### src/design/rmdr_pkg.sv
`timescale 1ns / 1ps
`default_nettype none
package rmdr_pkg;

  // multiplier operand pair selects
  localparam logic [1:0] MUL_AN_BD = 2'd0;
  localparam logic [1:0] MUL_AD_BN = 2'd1;
  localparam logic [1:0] MUL_AN_BN = 2'd2;
  localparam logic [1:0] MUL_AD_BD = 2'd3;

  typedef struct packed {
    logic       load;
    logic       mul_en;
    logic [1:0] mul_sel;
    logic       gcd_init;
    logic       gcd_step;
    logic       div_init_num;
    logic       div_init_den;
    logic       div_step;
    logic       finish;
  } cmd_t;

  typedef struct packed {
    logic zero_den;
    logic zero_num;
    logic gcd_done;
    logic div_last;
  } stat_t;

endpackage
`default_nettype wire

### src/design/rational_mul_div_reduce.sv
`timescale 1ns / 1ps
`default_nettype none
// Rational multiply / divide with reduction to lowest terms.
// Input: raise start with kind, a_num/a_den, b_num/b_den; the operands are
// taken at the edge where start is high and busy is low. busy stays high
// until the result is ready; start is ignored meanwhile.
// Output: done pulses for one cycle with res_num, res_den, inputs_equal
// and invalid valid in that cycle; the fields then hold until the next result.
// Sequence, from the accepting edge to the edge that takes the result: four
// products, one at a time through one shared IN_WIDTH x IN_WIDTH
// multiplier, a check state, a binary GCD of shift/subtract steps on the
// magnitudes, then two restoring divisions of the magnitudes by the GCD
// (MW = 2*IN_WIDTH-1), a handoff state between them and a result state.
// Zero numerator or zero denominator skip the GCD and divisions. One item
// at a time; the GCD loop and the serial divider take the longest.
// Reset (synchronous, rst high) returns the controller to idle and clears
// done; the result fields are not reset. The receiver cannot stall: each
// result is taken in its done cycle, and a new start is accepted then.
module rational_mul_div_reduce #(
  parameter int IN_WIDTH = 16
) (
  input  logic                       clk,
  input  logic                       rst,
  input  logic                       start,
  output logic                       busy,
  input  logic                       kind,
  input  logic signed [IN_WIDTH-1:0] a_num,
  input  logic signed [IN_WIDTH-1:0] a_den,
  input  logic signed [IN_WIDTH-1:0] b_num,
  input  logic signed [IN_WIDTH-1:0] b_den,
  output logic                       done,
  output logic signed [31:0]         res_num,
  output logic [30:0]                res_den,
  output logic                       inputs_equal,
  output logic                       invalid
);

  rmdr_pkg::cmd_t  cmd;
  rmdr_pkg::stat_t stat;

  rmdr_ctrl u_ctrl (
    .clk   (clk),
    .rst   (rst),
    .start (start),
    .stat  (stat),
    .cmd   (cmd),
    .busy  (busy),
    .done  (done)
  );

  rmdr_dp #(
    .IN_WIDTH (IN_WIDTH)
  ) u_dp (
    .clk          (clk),
    .cmd          (cmd),
    .kind         (kind),
    .a_num        (a_num),
    .a_den        (a_den),
    .b_num        (b_num),
    .b_den        (b_den),
    .stat         (stat),
    .res_num      (res_num),
    .res_den      (res_den),
    .inputs_equal (inputs_equal),
    .invalid      (invalid)
  );

  a_accept_busy: assert property (@(posedge clk) disable iff (rst)
    start && !busy |=> busy)
    else $error("accepted transfer did not raise busy");

  a_done_after_busy: assert property (@(posedge clk) disable iff (rst)
    done |-> $past(busy) && !busy)
    else $error("done without a preceding busy period");

  a_invalid_zero: assert property (@(posedge clk) disable iff (rst)
    done && invalid |-> res_num == 32'sd0 && res_den == 31'd0)
    else $error("invalid result carries nonzero terms");

  a_valid_den: assert property (@(posedge clk) disable iff (rst)
    done && !invalid |-> res_den != 31'd0)
    else $error("valid result with zero denominator");

  a_zero_num: assert property (@(posedge clk) disable iff (rst)
    done && !invalid && res_num == 32'sd0 |-> res_den == 31'd1)
    else $error("zero numerator not reduced to 0/1");

endmodule
`default_nettype wire

### src/design/rmdr_ctrl.sv
`timescale 1ns / 1ps
`default_nettype none
module rmdr_ctrl (
  input  logic            clk,
  input  logic            rst,
  input  logic            start,
  input  rmdr_pkg::stat_t stat,
  output rmdr_pkg::cmd_t  cmd,
  output logic            busy,
  output logic            done
);

  localparam logic [2:0] S_IDLE  = 3'd0;
  localparam logic [2:0] S_MUL   = 3'd1;
  localparam logic [2:0] S_CHECK = 3'd2;
  localparam logic [2:0] S_GCD   = 3'd3;
  localparam logic [2:0] S_DIVN  = 3'd4;
  localparam logic [2:0] S_SWAP  = 3'd5;
  localparam logic [2:0] S_DIVD  = 3'd6;
  localparam logic [2:0] S_FIN   = 3'd7;

  logic [2:0] state, state_next;
  logic [1:0] mcnt, mcnt_next;

  always_comb begin
    state_next = state;
    mcnt_next  = mcnt;
    cmd        = '0;
    case (state)
      S_IDLE: begin
        if (start) begin
          cmd.load   = 1'b1;
          mcnt_next  = rmdr_pkg::MUL_AN_BD;
          state_next = S_MUL;
        end
      end
      S_MUL: begin
        cmd.mul_en  = 1'b1;
        cmd.mul_sel = mcnt;
        mcnt_next   = mcnt + 2'd1;
        if (mcnt == rmdr_pkg::MUL_AD_BD) state_next = S_CHECK;
      end
      S_CHECK: begin
        if (stat.zero_den || stat.zero_num) begin
          state_next = S_FIN;
        end else begin
          cmd.gcd_init = 1'b1;
          state_next   = S_GCD;
        end
      end
      S_GCD: begin
        if (stat.gcd_done) begin
          cmd.div_init_num = 1'b1;
          state_next       = S_DIVN;
        end else begin
          cmd.gcd_step = 1'b1;
        end
      end
      S_DIVN: begin
        cmd.div_step = 1'b1;
        if (stat.div_last) state_next = S_SWAP;
      end
      S_SWAP: begin
        cmd.div_init_den = 1'b1;
        state_next       = S_DIVD;
      end
      S_DIVD: begin
        cmd.div_step = 1'b1;
        if (stat.div_last) state_next = S_FIN;
      end
      S_FIN: begin
        cmd.finish = 1'b1;
        state_next = S_IDLE;
      end
      default: begin
        state_next = S_IDLE;
      end
    endcase
  end

  always_ff @(posedge clk) begin
    if (rst) begin
      state <= S_IDLE;
      mcnt  <= rmdr_pkg::MUL_AN_BD;
      done  <= 1'b0;
    end else begin
      state <= state_next;
      mcnt  <= mcnt_next;
      done  <= (state == S_FIN);
    end
  end

  assign busy = (state != S_IDLE);

endmodule
`default_nettype wire

### src/design/rmdr_dp.sv
`timescale 1ns / 1ps
`default_nettype none
module rmdr_dp #(
  parameter int IN_WIDTH = 16
) (
  input  logic                       clk,
  input  rmdr_pkg::cmd_t             cmd,
  input  logic                       kind,
  input  logic signed [IN_WIDTH-1:0] a_num,
  input  logic signed [IN_WIDTH-1:0] a_den,
  input  logic signed [IN_WIDTH-1:0] b_num,
  input  logic signed [IN_WIDTH-1:0] b_den,
  output rmdr_pkg::stat_t            stat,
  output logic signed [31:0]         res_num,
  output logic [30:0]                res_den,
  output logic                       inputs_equal,
  output logic                       invalid
);

  localparam int PW = 2 * IN_WIDTH;
  localparam int MW = PW - 1;
  localparam int CW = $clog2(MW);
  localparam int XW = (MW + 1 > 32) ? MW + 1 : 32;

  logic                       kind_r;
  logic signed [IN_WIDTH-1:0] an, ad, bn, bd;
  logic signed [IN_WIDTH-1:0] op_a, op_b;
  logic signed [PW-1:0]       prod;
  logic signed [PW-1:0]       p [4];
  logic signed [PW-1:0]       num, den, num_neg, den_neg;
  logic [MW-1:0]              mn, md;
  logic                       neg;

  logic [MW-1:0] u, v, g, gval;
  logic [CW-1:0] k;
  logic [MW-1:0] dq, rem, qn;
  logic [CW-1:0] dcnt;
  logic [MW:0]   trial, trial_sub;
  logic          qbit;
  logic [XW-1:0] qn_x, qd_x, sn_x;

  always_comb begin
    case (cmd.mul_sel)
      rmdr_pkg::MUL_AN_BD: begin op_a = an; op_b = bd; end
      rmdr_pkg::MUL_AD_BN: begin op_a = ad; op_b = bn; end
      rmdr_pkg::MUL_AN_BN: begin op_a = an; op_b = bn; end
      rmdr_pkg::MUL_AD_BD: begin op_a = ad; op_b = bd; end
      default:             begin op_a = an; op_b = bn; end
    endcase
  end

  assign prod = PW'(op_a) * PW'(op_b);

  // divide uses an*bd over ad*bn, multiply an*bn over ad*bd
  assign num     = kind_r ? p[rmdr_pkg::MUL_AN_BD] : p[rmdr_pkg::MUL_AN_BN];
  assign den     = kind_r ? p[rmdr_pkg::MUL_AD_BN] : p[rmdr_pkg::MUL_AD_BD];
  assign num_neg = -num;
  assign den_neg = -den;
  assign mn      = num[PW-1] ? num_neg[MW-1:0] : num[MW-1:0];
  assign md      = den[PW-1] ? den_neg[MW-1:0] : den[MW-1:0];
  assign neg     = num[PW-1] ^ den[PW-1];

  assign gval = (u | v) << k;

  assign trial     = {rem, dq[MW-1]};
  assign trial_sub = trial - {1'b0, g};
  assign qbit      = !trial_sub[MW];

  assign stat.zero_den = (den == '0);
  assign stat.zero_num = (num == '0);
  assign stat.gcd_done = (u == '0) || (v == '0);
  assign stat.div_last = (dcnt == CW'(MW - 1));

  assign qn_x = XW'(qn);
  assign qd_x = XW'(dq);
  assign sn_x = neg ? -qn_x : qn_x;

  always_ff @(posedge clk) begin
    if (cmd.load) begin
      kind_r <= kind;
      an     <= a_num;
      ad     <= a_den;
      bn     <= b_num;
      bd     <= b_den;
    end
    if (cmd.mul_en) p[cmd.mul_sel] <= prod;

    // binary GCD: strip common twos into k, halve a lone even operand, subtract odd from odd
    if (cmd.gcd_init) begin
      u <= mn;
      v <= md;
      k <= '0;
    end else if (cmd.gcd_step) begin
      if (!u[0] && !v[0]) begin
        u <= u >> 1;
        v <= v >> 1;
        k <= k + CW'(1);
      end else if (!u[0]) begin
        u <= u >> 1;
      end else if (!v[0]) begin
        v <= v >> 1;
      end else if (u >= v) begin
        u <= u - v;
      end else begin
        v <= v - u;
      end
    end

    // restoring divider, one quotient bit per cycle
    if (cmd.div_init_num) begin
      g    <= gval;
      dq   <= mn;
      rem  <= '0;
      dcnt <= '0;
    end else if (cmd.div_init_den) begin
      qn   <= dq;
      dq   <= md;
      rem  <= '0;
      dcnt <= '0;
    end else if (cmd.div_step) begin
      rem  <= qbit ? trial_sub[MW-1:0] : trial[MW-1:0];
      dq   <= {dq[MW-2:0], qbit};
      dcnt <= dcnt + CW'(1);
    end

    if (cmd.finish) begin
      inputs_equal <= (p[rmdr_pkg::MUL_AN_BD] == p[rmdr_pkg::MUL_AD_BN]);
      invalid      <= stat.zero_den;
      if (stat.zero_den) begin
        res_num <= '0;
        res_den <= '0;
      end else if (stat.zero_num) begin
        res_num <= '0;
        res_den <= 31'd1;
      end else begin
        res_num <= sn_x[31:0];
        res_den <= qd_x[30:0];
      end
    end
  end

endmodule
`default_nettype wire
### config.mk
export PLATFORM = sky130hd
export DESIGN_NAME = rational_mul_div_reduce
export DESIGN_NICKNAME = d
export VERILOG_FILES = /design/src/design/rmdr_pkg.sv /design/src/design/rational_mul_div_reduce.sv /design/src/design/rmdr_ctrl.sv /design/src/design/rmdr_dp.sv
export SDC_FILE = /design/constraint.sdc
export NUM_CORES = 2
export LEC_CHECK = 0
export ABC_AREA = 0
export BUFFER_PORTS_ARGS = -buffer_cell sky130_fd_sc_hd__buf_2
export CORE_MARGIN = 2
export CORE_UTILIZATION = 55
export DETAILED_ROUTE_END_ITERATION = 8
export PLACE_DENSITY = 0.72
export SLEW_MARGIN = 30
export SYNTH_ARGS = -nofsm -noshare
export SYNTH_HDL_FRONTEND = slang
export SYNTH_SLANG_ARGS = --single-unit
export TNS_END_PERCENT = 10
### constraint.sdc
create_clock -name clk -period 10.6 [get_ports clk]
set_input_delay 1.59 -clock clk [delete_from_list [all_inputs] [get_ports clk]]
set_output_delay 1.59 -clock clk [all_outputs]
set_load 0.02 [all_outputs]
==> results.toml <==
[worst_setup_path]
crit_slowest_cell = "fa_1"
arrival_ns = 9.81
max_stage_delay_ns = 0.91
cp.depth = 25
crit_family = "adder cells"
cp_max_fo = 24
cp_num_buf_inv = 4
r2r_cells = 25
required_ns = 10.95
path_common_cell = "fa_1"
critPathCaptureType = "flip-flop"
worst-setup-path-type = "flip-flop to flip-flop"
startpoint_type = "flip-flop"

[min_path]
whs_path_depth = 2
hold_path_class = "flip-flop to flip-flop"

[global_route]
grt.met3_usage = 0.05341
met2_usage = 0.4888
use_met1 = 0.3939
antenna_found_initial = 0
grt-ovfl-total = 0
track_usage = 0.3004
grt_max_degree = 75
grt_pass1_wl_um = 161000
grt_pass1_vias = 27545
grt.busiest_layer = "met2"

[die]
rows = 95
start_util = 0.5556
die_w_um = 264.5
core_area_mm2 = 0.06716
die_h_um = 264.5
io_pins = 135
dieArea_mm2 = 0.06994

[timing]
min_period_ns = 9.465
fmax_mhz = 105.6
drv_slew = 0
hold_ws_ns = 0.4646
setup_viol = 0
fin_skew_ns = 0.04414
rsz0062_at_grt = "false"
hold_viol = 0
tightest_slew_ns = 0.9942
fin_tns_setup_ns = 0
slew_headroom = 0.3183
finalCritPeriodShare = 0.8930

[drt]
drtIter0Drc = 3265
drc_errors = 0
via_per_inst = 6.114
drt_pass1_iterations = 6
routedWlPerCell_um = 22.83
vias = 28263
ant_nets = 0
wl_um = 105500

[final_layout]
instances_no_fill = 4623
fillers = 5507
antenna_cells = 0
regArea_mm2 = 0.01335
multi_input_area_mm2 = 0.02172
final_layout_size_suffix_gt1_frac = 0.1125
fin_area_mm2 = 0.04080
nNetsFinal = 4261
area_delta_synth_final_pct = 9.355

[placed_design]
place_congestion = 1.011
dpl-instance-area_mm2 = 0.03897
io_buffers = 134
place_inst = 4529
dp_hpwl_um = 82300

[clock_tree]
clock-sinks = 460
clock_latency_ns = 0.64
clk_path_buf_depth = 3
post-cts-setup-buffers = 0
cts_tree = "done"
root_buffer = "clkbuf_16"
clk_pin_slew_ns = 0.06
hold_buffers = 0
ctsResizeCount = 0
cts_inserted_buffers = 50
ctsHtreeMaxLevel = 2

[yosys]
synth-seq-area-share = 0.3576
yosys_warnings = 0
postSynth.asyncResetShare = 0
synthDistinctLibCells = 100
synth-edff-count = 413
syn_inst = 3605
ys_ff_latch = 460
syn_area_mm2 = 0.03731
synth_flop_cell = "edfxtp_1"
mappedNetlistNets = 4158
avgSynthCellArea_um2 = 10.35

[run_status]
status = "completed"

[flow_run]
max-cap-violations = 0
[final cells by class]
type | instances | share of cell area
multi-input cells | 2557 | 0.5323
flip-flops and latches | 460 | 0.3271
inverters | 449 | 0.04130
clock buffers | 59 | 0.03247
repair buffers | 190 | 0.02772
well taps | 873 | 0.02677
clock inverters | 35 | 0.01233
[routing by layer]
metal / share of wire / up-vias
met2: 0.46 / 1414
met1: 0.39 / 13815
met5: 0 / -
met4: 0.051 / 0
met3: 0.092 / 304
li1: - / 12730
[cells in the mapped netlist (all sizes together), types with 12 or more instances]
cell | count | area share
mux4 | 37 | 0.022
clkbuf | 96 | 0.0097
a31oi | 22 | 0.0037
a221oi | 32 | 0.0077
buf | 43 | 0.0067
a21oi | 202 | 0.027
nor2 | 354 | 0.036
a22oi | 17 | 0.0034
edfxtp | 413 | 0.33
or2 | 19 | 0.0033
nand2 | 259 | 0.026
nand4 | 19 | 0.0032
and2 | 45 | 0.0075
nor3 | 52 | 0.0077
ha | 220 | 0.074
nand3 | 27 | 0.0036
mux2i | 125 | 0.034
nor3b | 20 | 0.0043
a2bb2oi | 12 | 0.0028
a21o | 18 | 0.0036
a211oi | 23 | 0.0046
xor2 | 107 | 0.025
fa | 265 | 0.14
nor4 | 38 | 0.0077
or3 | 20 | 0.0035
o21bai | 17 | 0.0034
dfxtp | 47 | 0.025
xnor2 | 139 | 0.033
o22ai | 14 | 0.0025
nand2b | 41 | 0.0069
o221ai | 26 | 0.0064
o21a | 14 | 0.0028
nor2b | 29 | 0.0049
o31ai | 25 | 0.0054
o21ai | 156 | 0.021
inv | 444 | 0.045
mux2 | 36 | 0.011
[cells in the final DEF, fill, tap and decap left out, types with 44 or more instances in the layout]
cell type,synthesis,final
inv_1,442,441
edfxtp_1,413,413
nor2_1,353,351
fa_1,265,265
nand2_1,258,256
ha_1,220,220
a21oi_1,202,202
o21ai_0,151,149
xnor2_1,139,138
buf_2,26,134
mux2i_1,122,120
xor2_1,107,107
buf_4,1,54
clkbuf_16,0,50
nor3_1,48,48
dfxtp_1,47,46
and2_1,45,44
[sequential cells by signal, summed over array words and instances (netlist names), 2 cells and up]
signal,count
u_dp.qn,31
u_dp.ad,16
u_dp.res_num,32
u_dp.rem,31
u_dp.an,16
u_ctrl.state,3
u_dp.bd,16
u_dp.g,31
u_ctrl.mcnt,2
u_dp.dq,31
u_dp.p,128
u_dp.u,31
u_dp.res_den,31
u_dp.v,31
u_dp.dcnt,5
u_dp.k,5
u_dp.bn,16
[tightest hold or removal path: stages, from the launching register on]
cell and delay [ns]:
dfxtp_1 0.33, nand2_1 0.06, nand2_1 0.04
[worst paths after layout]
| kind | startpoint | end | slack, ns |
|---|---|---|---|
| setup / recovery | u_ctrl.state[1]$_SDFFE_PP0P_ | u_dp.p[0][29]$_DFFE_PP_ | 1.13 |
| hold / removal | u_dp.rem[21]$_SDFFE_PP0P_ | u_dp.rem[21]$_SDFFE_PP0P_ | 0.46 |
| setup reg to reg | u_ctrl.state[1]$_SDFFE_PP0P_ | u_dp.p[0][29]$_DFFE_PP_ | 1.13 |
| hold reg to reg | u_dp.rem[21]$_SDFFE_PP0P_ | u_dp.rem[21]$_SDFFE_PP0P_ | 0.46 |
[metrics by stage]
stage | util | worst slack, ns
after detailed placement | 0.5803 | 1.352
final | 0.6076 | 1.135
after floorplan | - | 1.394
after global routing | 0.6076 | 0.5373
after global placement | 0.5792 | 1.607
after CTS | 0.6075 | 1.280
[kinds of logic (layout without fill, tap and decap cells)]
logic type | Yosys count | count (layout) | share of synthesized area
compound gates | 675 | 675 | 0.1192
fa+ha+maj | 485 | 485 | 0.2159
simple gates | 953 | 953 | 0.1208
xor+xnor | 246 | 246 | 0.05774
buf+inv | 588 | 733 | 0.06153
flops | 460 | 460 | 0.3576
mux | 198 | 198 | 0.06727
Power is left out: the tool's default activity adds up to more than one toggle a clock period on the data nets, which glitch-free logic cannot reach.
